$ cat config.mk
export PLATFORM = sky130hd
export DESIGN_NAME = canids_ctrl
export DESIGN_NICKNAME = d
export VERILOG_FILES = /design/src/sv/canids_pkg.sv /design/src/sv/canids_ctrl.sv
export SDC_FILE = /design/constraint.sdc
export NUM_CORES = 1
export LEC_CHECK = 0
export ABC_CLOCK_PERIOD_IN_PS = 2550
export BUFFER_PORTS_ARGS = -buffer_cell sky130_fd_sc_hd__buf_2
export CORE_AREA = 4 4 41 43
export CTS_BUF_LIST = sky130_fd_sc_hd__clkbuf_8
export DETAILED_ROUTE_END_ITERATION = 7
export DIE_AREA = 0 0 45 47
export GPL_TIMING_DRIVEN = 0
export PLACE_DENSITY = 0.45
export RECOVER_POWER = 50
export SKIP_CTS_REPAIR_TIMING = 1
export SYNTH_ARGS = -nofsm -noshare
export SYNTH_HDL_FRONTEND = slang
export SYNTH_SLANG_ARGS = --single-unit
$ cat constraint.sdc
create_clock -name clk -period 2.55 [get_ports clk]
set_input_delay 0.51 -clock clk [delete_from_list [all_inputs] [get_ports clk]]
set_output_delay 0.51 -clock clk [all_outputs]
set_load 0.005 [all_outputs]
$ cat src/sv/canids_pkg.sv
// Package for the CAN identifier frame statistics core.
// Holds the beat payload types, result status codes and controller/datapath structs.
// No dependencies.
`default_nettype none

package canids_pkg;

  localparam int unsigned ENTRIES_DEF = 64;
  localparam int unsigned IDENT_W     = 29;
  localparam int unsigned LEN_W       = 4;
  localparam int unsigned COUNT_W     = 20;
  localparam int unsigned SUM_W       = 23;
  localparam int unsigned INDEX_W     = 6;
  localparam int unsigned DISTINCT_W  = 7;

  localparam logic [COUNT_W-1:0] FRAME_LIMIT_RST = 20'd1024;
  localparam logic [LEN_W-1:0]   MAX_LEN         = 4'd8;

  localparam logic [1:0] ST_UPDATED = 2'd0;
  localparam logic [1:0] ST_CREATED = 2'd1;
  localparam logic [1:0] ST_FULL    = 2'd2;
  localparam logic [1:0] ST_IGNORED = 2'd3;

  typedef struct packed {
    logic [IDENT_W-1:0] frame_ident;
    logic [LEN_W-1:0]   length_code;
  } in_t;

  typedef struct packed {
    logic [1:0]            status;
    logic [INDEX_W-1:0]    entry_index;
    logic [COUNT_W-1:0]    entry_count;
    logic [SUM_W-1:0]      entry_length_sum;
    logic [DISTINCT_W-1:0] distinct_count;
    logic [COUNT_W-1:0]    frames_accepted;
  } out_t;

  typedef struct packed {
    logic load;
    logic scan;
    logic commit_ignore;
    logic commit_hit;
    logic commit_new;
  } ctl_cmd_t;

  typedef struct packed {
    logic over_limit;
    logic match;
    logic exhausted;
  } ctl_sts_t;

endpackage

`default_nettype wire

$ cat src/sv/canids_ctrl.sv
// Controller state machine of the CAN identifier frame statistics core.
// Sequences accept, table scan, commit and result beat; depends on canids_pkg.
`default_nettype none

module canids_ctrl (
  input  wire logic                 clk,
  input  wire logic                 rst_n,
  input  wire logic                 start,
  output logic                      busy,
  output logic                      out_strobe,
  output canids_pkg::ctl_cmd_t      cmd,
  input  wire canids_pkg::ctl_sts_t sts
);
  import canids_pkg::*;

  typedef enum logic [2:0] {
    S_IDLE = 3'b001,
    S_SCAN = 3'b010,
    S_DONE = 3'b100
  } state_t;

  state_t state_r, state_nxt;

  always_comb begin
    state_nxt = state_r;
    cmd       = '0;
    unique case (state_r)
      S_IDLE: begin
        if (start) begin
          cmd.load = 1'b1;
          if (sts.over_limit) begin
            cmd.commit_ignore = 1'b1;
            state_nxt         = S_DONE;
          end else begin
            state_nxt = S_SCAN;
          end
        end
      end
      S_SCAN: begin
        cmd.scan = 1'b1;
        priority if (sts.match) begin
          cmd.commit_hit = 1'b1;
          state_nxt      = S_DONE;
        end else if (sts.exhausted) begin
          cmd.commit_new = 1'b1;
          state_nxt      = S_DONE;
        end
      end
      S_DONE: begin
        state_nxt = S_IDLE;
      end
      default: begin
        state_nxt = S_IDLE;
      end
    endcase
  end

  always_ff @(posedge clk) begin
    if (!rst_n) begin
      state_r <= S_IDLE;
    end else begin
      state_r <= state_nxt;
    end
  end

  assign busy       = (state_r != S_IDLE);
  assign out_strobe = (state_r == S_DONE);

endmodule

`default_nettype wire

==> flow_summary_export.csv, run 1 <==
group,metric,value,unit
global_routing,overflow,0,
final_layout,fillers,162,
sta,fmax,527.4,MHz
worst_setup_path,regToRegStartpoint,"state_r[1]",
sta,clock_skew,0.001149,ns
min_path,whs_path_depth,2,
clock_tree,clock_sinks,3,
placed_design,dp_hpwl,393.8,um
logic_synthesis,synth-edff-count,0,
logic_synthesis,synth_top_area_share,30.00,%
logic_synthesis,yosys_warnings,0,
worst_setup_path,timing_worst_setup_path_type,"reg2out",
sta,max_slew.worst_pin.slew,0.2985,ns
final_layout,nNetsFinal,43,
worst_setup_path,ff2ff_path_depth,3,
floorplan,dieArea,0.002115,mm2
worst_setup_path,crit_slowest_cell,"or3b_1",
global_routing,grt_pass1_wl,903,um
placed_design,place.port_buffers,12,
worst_setup_path,required,2.04,ns
logic_synthesis,ys_async_sr_fraction,0,%
logic_synthesis,ys_top_cells_by_count,"3 x and2_1, 3 x dfxtp_1, 2 x inv_1, 2 x nor2b_1, 2 x nor3b_1",
clock_tree,cts_max_path_buffers,2,
final_layout,area_growth,53.75,%
power_and_ir_drop,pwr_density_cell,686.5,mW/mm2
final_layout,regMostFlops,"state_r",
global_routing,antenna_found_initial,0,
route,routed_wirelength,501,um
worst_setup_path,startpoint_type,"flip-flop",
final_layout,drive_gt1_share,47.22,%
min_path,holdPathEnd,"state_r[1]",
final_layout,n_antenna_cell,0,
clock_tree,cts_tree,"done",
worst_setup_path,cp-end-kind,"output pin",
sta,fin_tns_setup,0,ns
global_routing,grt_usage,6.398,%
clock_tree,clk_pin_slew,0.03,ns
sta,max_slew_margin,79.89,%
floorplan,core,0.001301,mm2
power_and_ir_drop,vdd_drop_max,0.2567,mV
logic_synthesis,seq_area_frac_synth,30.00,%
sta,finalHoldViolations,0,
final_layout,largest_reg_flops,3,
route,post_drt_wl_per_cell,9.824,um
route,drt_iter0_drc,0,
floorplan,fp-row-count,13,
floorplan,die_h,47,um
placed_design,gp_congestion,0.6357,
final_layout,final_util,23.65,%
worst_setup_path,critPathMaxFanout,6,
sta,final_max_slew_viol_count,0,
clock_tree,htreeDepth,1,
route,ant_nets,0,
worst_setup_path,critical-path-max-stage-delay,0.44,ns
route,num_vias,195,
logic_synthesis,synth_top_area_cell,"dfxtp_1",
worst_setup_path,r2r_setup_slack,1.24,ns
worst_setup_path,arrival,1.39,ns
sta,setup_violations,0,
worst_setup_path,path_buf_inv,1,
logic_synthesis,avgSynthCellArea,10.01,um2
floorplan,io_pins,13,
power_and_ir_drop,p_leak,0.1498,nW
route,route.detailed.drc,0,
logic_synthesis,synthCells,20,
clock_tree,numCtsBuffers,3,
sta,finalCritPeriodShare,74.36,%
worst_setup_path,regToRegEndpoint,"state_r[1]",
final_layout,top_regs,"state_r x3",
min_path,hold_class,"in2reg",
route,vias_per_cell,3.824,
sta,min_period,1.896,ns
logic_synthesis,ys_ff_latch,3,
flow_run,cap_violations,0,
global_routing,grt_max_degree,7,
logic_synthesis,synth_area,200.2,um2
logic_synthesis,synth_area_leaders,"dfxtp_1 30%, and2_1 9.4%, nor3_4 8.1%",
min_path,hold_path_startpoint,"rst_n",
logic_synthesis,synthDistinctLibCells,13,
clock_tree,cts_root_buf,"clkbuf_8",
global_routing,grt_pass1_vias,225,
sta,rsz0062_at_grt,"false",
clock_tree,clk_latency,0.21,ns
logic_synthesis,ys.flop_type,"dfxtp_1",
outcome,status,"completed",
route,drt_pass1_iterations,1,
logic_synthesis,syn_nets,26,
worst_setup_path,crit_chain,"or3b_1, nor3b_1, buf_2",
floorplan,die_w,45,um
floorplan,start_util,15.38,%
worst_setup_path,crit_family,"simple AND/OR/NAND/NOR gates",
-- power breakdown --
group	total, mW	leakage (nW)	internal (mW)	switching, mW
sequential	0.0539	0.0247	0.0503	0.00357
clock	0.134	0.0269	0.102	0.0313
combinational	0.0236	0.0982	0.0146	0.00908
-- routing by layer --
metal,vias to the layer above,track usage [%],wire [um]
met4,0,7.018,0
met2,5,10.17,281
met3,0,2.299,25
li1,102,-,-
met5,-,0,0
met1,88,6.136,195
-- worst max path at each step --
stage,start,slack (ns),cells after the start,endpoint
floorplan,state_r[1],1.04,2,cmd[0]
global placement,state_r[1],0.89,3,cmd[0]
detailed placement,state_r[1],0.87,3,cmd[0]
CTS,state_r[1],0.64,3,cmd[0]
global route,state_r[1],0.55,3,cmd[0]
finish,state_r[1],0.65,3,cmd[0]
-- layout by cell type (no fill, tap or decap), types with 2 or more instances in the layout --
cell      netlist  final
dfxtp_1         3      3
clkbuf_8        0      3
and2_1          3      3
inv_1           2      3
nor2b_1         2      2
buf_2           0     10
clkbuf_1        0      2
nor3b_1         2      2
-- kinds of logic after synthesis --
group | Yosys count | share of synthesized area [%]
flip-flops | 3 | 30.00
AO/OA/AOI/OAI | 3 | 13.75
AND/OR/NAND/NOR | 12 | 52.50
buffers and inverters | 2 | 3.751
-- area by class of cell --
cell class | count | area (um2) | area share (%)
clock buffers | 3 | 41.29 | 13.41
inverters | 2 | 7.507 | 2.439
well taps | 15 | 18.77 | 6.098
flip-flops and latches | 3 | 60.06 | 19.51
clock inverters | 1 | 3.754 | 1.220
multi-input cells | 15 | 118.9 | 38.62
repair buffers | 12 | 57.56 | 18.70
-- stage by stage --
step                instance area (um2)  setup WS (ns)  total power, mW  instances  hold slack (ns)
CTS                               324.1         0.6405           0.2182         51           0.5321
finish                            307.8         0.6538           0.2113         51           0.5310
detailed placement                279.0         0.8717          0.08062         47           0.6279
floorplan                         200.2          1.037          0.06723         20           0.5262
global route                      307.8         0.5462           0.2261         51           0.5528
global placement                  279.0         0.8949          0.08044         47           0.6143
Note: power is estimated with default switching activity, not from simulation.
==> run 2: changes to the inputs <==
--- a/config.mk
+++ b/config.mk
@@ -5,7 +5,7 @@
 export SDC_FILE = /design/constraint.sdc
 export NUM_CORES = 1
 export LEC_CHECK = 0
-export ABC_CLOCK_PERIOD_IN_PS = 2550
+export ABC_CLOCK_PERIOD_IN_PS = 1900
 export BUFFER_PORTS_ARGS = -buffer_cell sky130_fd_sc_hd__buf_2
 export CORE_AREA = 4 4 41 43
 export CTS_BUF_LIST = sky130_fd_sc_hd__clkbuf_8
==> constraint.sdc (replaced) <==
create_clock -name clk -period 1.9 [get_ports clk]
set_input_delay 0.38 -clock clk [delete_from_list [all_inputs] [get_ports clk]]
set_output_delay 0.38 -clock clk [all_outputs]
set_load 0.005 [all_outputs]
==> flow_summary_export.csv, run 2 (synthesis results as in run 1) <==
group,metric,value,unit
power_and_ir_drop,net-switching-power,0.05951,mW
power_and_ir_drop,seqPwrFrac,25.5,%
sta,max_slew.worst_pin.slew,0.2893,ns
floorplan,core,0.001301,mm2
sta,clock_skew,0.001027,ns
final_layout,largest_reg_flops,3,
route,route.detailed.drc,0,
final_layout,n_antenna_cell,0,
floorplan,dieArea,0.002115,mm2
clock_tree,clk_latency,0.21,ns
clock_tree,clock_sinks,3,
final_layout,final_util,23.85,%
final_layout,top_regs,"state_r x3",
sta,setup_violations,0,
power_and_ir_drop,p_leak,0.1517,nW
final_layout,fillers,163,
worst_setup_path,regToRegEndpoint,"state_r[1]",
power_and_ir_drop,p_clk_share,63.2,%
power_and_ir_drop,pwr_density_cell,916.6,mW/mm2
route,drt_pass1_iterations,1,
final_layout,drive_gt1_share,50.00,%
worst_setup_path,critPathMaxFanout,6,
power_and_ir_drop,switching_share,20.92,%
sta,worst_slack,0.1500,ns
clock_tree,cts_tree,"done",
sta,holdWs,0.4015,ns
sta,rsz0062_at_grt,"false",
final_layout,most-common-layout-cells,"10 x buf_2, 3 x inv_1, 3 x and2_1, 3 x clkbuf_8, 3 x dfxtp_1",
sta,min_period,1.750,ns
route,ant_nets,0,
clock_tree,cts_root_buf,"clkbuf_8",
final_layout,nNetsFinal,43,
clock_tree,htreeDepth,1,
worst_setup_path,regToRegStartpoint,"state_r[1]",
placed_design,dpl_cell_area,279.0,um2
sta,finalHoldViolations,0,
floorplan,die_h,47,um
floorplan,start_util,15.38,%
power_and_ir_drop,combPwrFrac,11.3,%
worst_setup_path,r2r_setup_slack,0.60,ns
worst_setup_path,crit_path_start,"state_r[1]",
global_routing,overflow,0,
floorplan,fp-row-count,13,
route,routed_wirelength,508,um
final_layout,multi_input_area,121.4,um2
floorplan,io_pins,13,
placed_design,dp_hpwl,393.8,um
sta,max_slew_margin,80.51,%
global_routing,grt_pass1_vias,225,
min_path,whs_path_depth,2,
worst_setup_path,arrival,1.37,ns
route,vias_per_cell,3.902,
placed_design,dp_slack,0.3517,ns
sta,fmax,571.4,MHz
worst_setup_path,required,1.52,ns
clock_tree,clk_pin_slew,0.03,ns
route,drt_iter0_drc,0,
sta,fin_tns_setup,0,ns
final_layout,area_growth,55.00,%
worst_setup_path,cp-endpoint,"cmd[0]",
clock_tree,numCtsBuffers,3,
global_routing,grt_pass1_wl,903,um
power_and_ir_drop,vdd_drop_max,0.3451,mV
route,post_drt_wl_per_cell,9.961,um
final_layout,register_area,60.06,um2
placed_design,place.port_buffers,12,
sta,finalCritPeriodShare,92.11,%
final_layout,postLayoutCellArea,310.3,um2
outcome,status,"completed",
flow_run,cap_violations,0,
floorplan,die_w,45,um
final_layout,final_common_cell,"buf_2",
min_path,hold_class,"in2reg",
global_routing,antenna_found_initial,0,
global_routing,grt_usage,6.398,%
worst_setup_path,timing_worst_setup_path_type,"reg2out",
worst_setup_path,ff2ff_path_depth,3,
worst_setup_path,cp-end-kind,"output pin",
sta,final_max_slew_viol_count,0,
global_routing,grt_max_degree,7,
placed_design,gp_congestion,0.6357,
route,num_vias,199,
clock_tree,cts_max_path_buffers,2,
worst_setup_path,startpoint_type,"flip-flop",
final_layout,regMostFlops,"state_r",
power_and_ir_drop,p_int,0.2249,mW
run 2: cell counts in the layout (fill, tap and decap cells not counted):
No cell type changed its count.
run 2: worst max-delay path: stages (launching register included):
cell and delay (ns):
dfxtp_1 0.39, or3b_4 0.43, nor3b_1 0.20, buf_2 0.14
run 2: power by group through the flow:
stage               combinational (mW)  sequential, mW  clock [mW]
floorplan                       0.0186          0.0716           0
global placement                0.0348          0.0731           0
detailed placement              0.0347          0.0735           0
CTS                             0.0350          0.0726       0.185
global route                    0.0371          0.0739       0.193
finish                          0.0321          0.0726       0.180
run 2: final cells by class:
cell class	count	area share [%]
multi-input combinational	15	39.11
clock inverter	1	1.210
timing repair buffer	12	18.55
tap	15	6.048
clock buffer	3	13.31
sequential	3	19.35
inverter	2	2.419
run 2: how the worst min path moves through the flow:
stage                    start    endpoint  slack, ns
floorplan                rst_n  state_r[1]       0.50
global placement    state_r[2]  state_r[0]       0.61
detailed placement       rst_n  state_r[1]       0.61
CTS                      rst_n  state_r[1]       0.40
global route             rst_n  state_r[1]       0.42
finish                   rst_n  state_r[1]       0.40
run 2: metrics by stage:
| stage | instances | power [mW] |
|---|---|---|
| 2_1_floorplan | 20 | 0.09023 |
| 3_3_place_gp | 47 | 0.1080 |
| 3_5_place_dp | 47 | 0.1082 |
| 4_1_cts | 51 | 0.2928 |
| 5_1_grt | 51 | 0.3038 |
| 6_report | 51 | 0.2844 |
run 2: per-layer routing:
metal	GRT usage [%]	up-vias	wire [um]	part of all wire, %
met5	0	-	0	0
met4	7.018	0	0	0
met3	2.299	0	25	4.9
met2	10.17	5	277	55
met1	6.136	92	205	40
li1	-	102	-	-
==> run 3: changes to the inputs <==
--- a/config.mk
+++ b/config.mk
@@ -5,12 +5,13 @@
 export SDC_FILE = /design/constraint.sdc
 export NUM_CORES = 1
 export LEC_CHECK = 0
+export ABC_AREA = 1
 export ABC_CLOCK_PERIOD_IN_PS = 1900
 export BUFFER_PORTS_ARGS = -buffer_cell sky130_fd_sc_hd__buf_2
-export CORE_AREA = 4 4 41 43
+export CORE_AREA = 2 2 39 41
 export CTS_BUF_LIST = sky130_fd_sc_hd__clkbuf_8
 export DETAILED_ROUTE_END_ITERATION = 7
-export DIE_AREA = 0 0 45 47
+export DIE_AREA = 0 0 41 43
 export GPL_TIMING_DRIVEN = 0
 export PLACE_DENSITY = 0.45
 export RECOVER_POWER = 50
==> flow_summary_export.csv, run 3 <==
group,metric,value,unit
logic_synthesis,yosysMostFrequentCell,"inv_1",
logic_synthesis,seq_area_frac_synth,30.57,%
clock_tree,numCtsBuffers,3,
sta,rsz0062_at_grt,"false",
logic_synthesis,ys_ff_latch,3,
sta,finalCritPeriodShare,81.27,%
clock_tree,clock_sinks,3,
route,routed_wirelength,438,um
worst_setup_path,timing_worst_setup_path_type,"reg2out",
min_path,hold_class,"in2reg",
logic_synthesis,synth_top_area_share,30.57,%
clock_tree,clk_latency,0.21,ns
route,drt_pass1_iterations,2,
route,num_vias,228,
final_layout,largest_reg_flops,3,
final_layout,drive_gt1_share,32.65,%
placed_design,dp_hpwl,377.8,um
global_routing,antenna_found_initial,0,
worst_setup_path,r2r_setup_slack,0.92,ns
route,post_drt_wl_per_cell,6.738,um
final_layout,nNetsFinal,56,
logic_synthesis,synthCells,33,
floorplan,core,0.001384,mm2
worst_setup_path,startpoint_type,"flip-flop",
final_layout,regMostFlops,"state_r",
logic_synthesis,ys_top_cells_by_count,"7 x inv_1, 6 x nor2_1, 4 x nand3_1",
clock_tree,cts_tree,"done",
sta,min_period,1.544,ns
placed_design,place.port_buffers,12,
sta,fmax,647.6,MHz
logic_synthesis,avgSynthCellArea,5.953,um2
sta,final_max_slew_viol_count,0,
power_and_ir_drop,p_leak,0.1872,nW
logic_synthesis,synth_area_leaders,"dfxtp_1 31%, inv_1 13%, nor2_1 11%",
global_routing,grt_usage,6.627,%
logic_synthesis,synthDistinctLibCells,11,
sta,max_slew_margin,88.25,%
power_and_ir_drop,pwr_density_cell,1015,mW/mm2
power_and_ir_drop,vdd_drop_max,0.4480,mV
floorplan,die_w,41,um
worst_setup_path,regToRegStartpoint,"state_r[0]",
min_path,holdPathEnd,"state_r[0]",
final_layout,final_common_cell,"buf_2",
worst_setup_path,regToRegEndpoint,"state_r[2]",
floorplan,io_pins,13,
clock_tree,clk_pin_slew,0.03,ns
logic_synthesis,synth_area,196.4,um2
floorplan,die_h,43,um
sta,finalHoldViolations,0,
clock_tree,cts_max_path_buffers,2,
min_path,hold_path_startpoint,"rst_n",
worst_setup_path,arrival,1.16,ns
logic_synthesis,yosys_warnings,0,
global_routing,overflow,0,
final_layout,most-common-layout-cells,"10 x buf_2, 9 x inv_1, 7 x nor2_1",
final_layout,final-instance-count-excl-fill,65,
flow_run,cap_violations,0,
sta,clock_skew,0.002971,ns
logic_synthesis,synth_top_area_cell,"dfxtp_1",
logic_synthesis,ys.flop_type,"dfxtp_1",
outcome,status,"completed",
sta,max_slew.worst_pin.slew,0.1749,ns
final_layout,n_antenna_cell,0,
worst_setup_path,crit_slowest_cell,"dfxtp_1",
floorplan,fp-row-count,14,
global_routing,grt_pass1_vias,195,
sta,setup_violations,0,
min_path,whs_path_depth,2,
route,drt_iter0_drc,5,
route,ant_nets,0,
logic_synthesis,synth-edff-count,0,
floorplan,start_util,14.20,%
clock_tree,htreeDepth,1,
worst_setup_path,ff2ff_path_depth,6,
global_routing,grt_pass1_wl,710,um
sta,fin_tns_setup,0,ns
placed_design,dpl_cell_area,276.5,um2
final_layout,area_growth,59.87,%
route,route.detailed.drc,0,
global_routing,grt_max_degree,6,
placed_design,place_inst,61,
logic_synthesis,ys_async_sr_fraction,0,%
placed_design,gp_congestion,0.7464,
route,vias_per_cell,3.508,
worst_setup_path,cp-end-kind,"output pin",
worst_setup_path,critPathMaxFanout,4,
final_layout,top_regs,"state_r x3",
worst_setup_path,crit_chain,"inv_1, nor2_1, nand2_1, nor3_1, buf_2",
worst_setup_path,critical-path-max-stage-delay,0.32,ns
floorplan,dieArea,0.001763,mm2
worst_setup_path,required,1.52,ns
logic_synthesis,syn_nets,39,
final_layout,postLayoutCellArea,314.1,um2
clock_tree,cts_root_buf,"clkbuf_8",
-- run 3: cell types whose count changed in the layout (fill, tap and decap cells not counted), sizes merged, moves of 3 or more --
cell | previous run | this run
inv | 3 | 9
and2 | 3 | 0
nand2 | 0 | 6
nor2 | 0 | 8
nand3 | 0 | 4
-- run 3: final cells by class --
class | instances | area (um2)
Sequential cell | 3 | 60.06
Tap cell | 16 | 20.02
Fill cell | 168 | 1070
Timing Repair Buffer | 12 | 57.56
Clock buffer | 3 | 41.29
Inverter | 8 | 30.03
Multi-Input combinational cell | 22 | 101.3
Clock inverter | 1 | 3.754
-- run 3: logic make-up after synthesis --
family,Yosys count,synth area share (%)
buffers and inverters,8,15.29
AO/OA/AOI/OAI,1,2.545
AND/OR/NAND/NOR,21,51.59
flip-flops,3,30.57
-- run 3: routing by layer --
| layer | track usage, % | up-vias | wire length, um |
|---|---|---|---|
| li1 | - | 131 | - |
| met1 | 7.074 | 89 | 192 |
| met2 | 8.125 | 8 | 205 |
| met3 | 6.283 | 0 | 40 |
| met4 | 4.000 | 0 | 0 |
| met5 | 0 | - | 0 |
-- run 3: critical path, delay by kind of cell (launching register included) --
kind	cells	cell delay (ns)
buf+inv	2	0.20
simple gates	3	0.43
flops	1	0.32
-- run 3: worst max-delay path by stage --
stage,startpoint,end,slack [ns],cells past startpoint
2_1_floorplan,state_r[0],cmd[2],0.77,4
3_3_place_gp,state_r[0],cmd[2],0.65,5
3_5_place_dp,state_r[0],cmd[2],0.66,5
4_1_cts,state_r[0],cmd[2],0.42,5
5_1_grt,state_r[0],cmd[2],0.21,5
6_report,state_r[0],cmd[2],0.36,5
-- run 3: report_power, final --
part / switching [mW] / internal [mW] / total (mW)
sequential: 0.00454 / 0.0716 / 0.0762
clock: 0.0406 / 0.137 / 0.178
combinational: 0.0392 / 0.0254 / 0.0646
total: 0.0843 / 0.234 / 0.319
-- run 3: per-stage QoR --
stage | hold slack (ns) | util, % | power (mW) | worst slack [ns]
finish | 0.3790 | 22.69 | 0.3188 | 0.3558
global route | 0.3938 | 22.69 | 0.3524 | 0.2059
detailed placement | 0.5886 | 19.98 | 0.1489 | 0.6604
global placement | 0.5866 | 19.98 | 0.1491 | 0.6526
floorplan | 0.4646 | - | 0.1235 | 0.7662
CTS | 0.3735 | 23.24 | 0.3351 | 0.4181
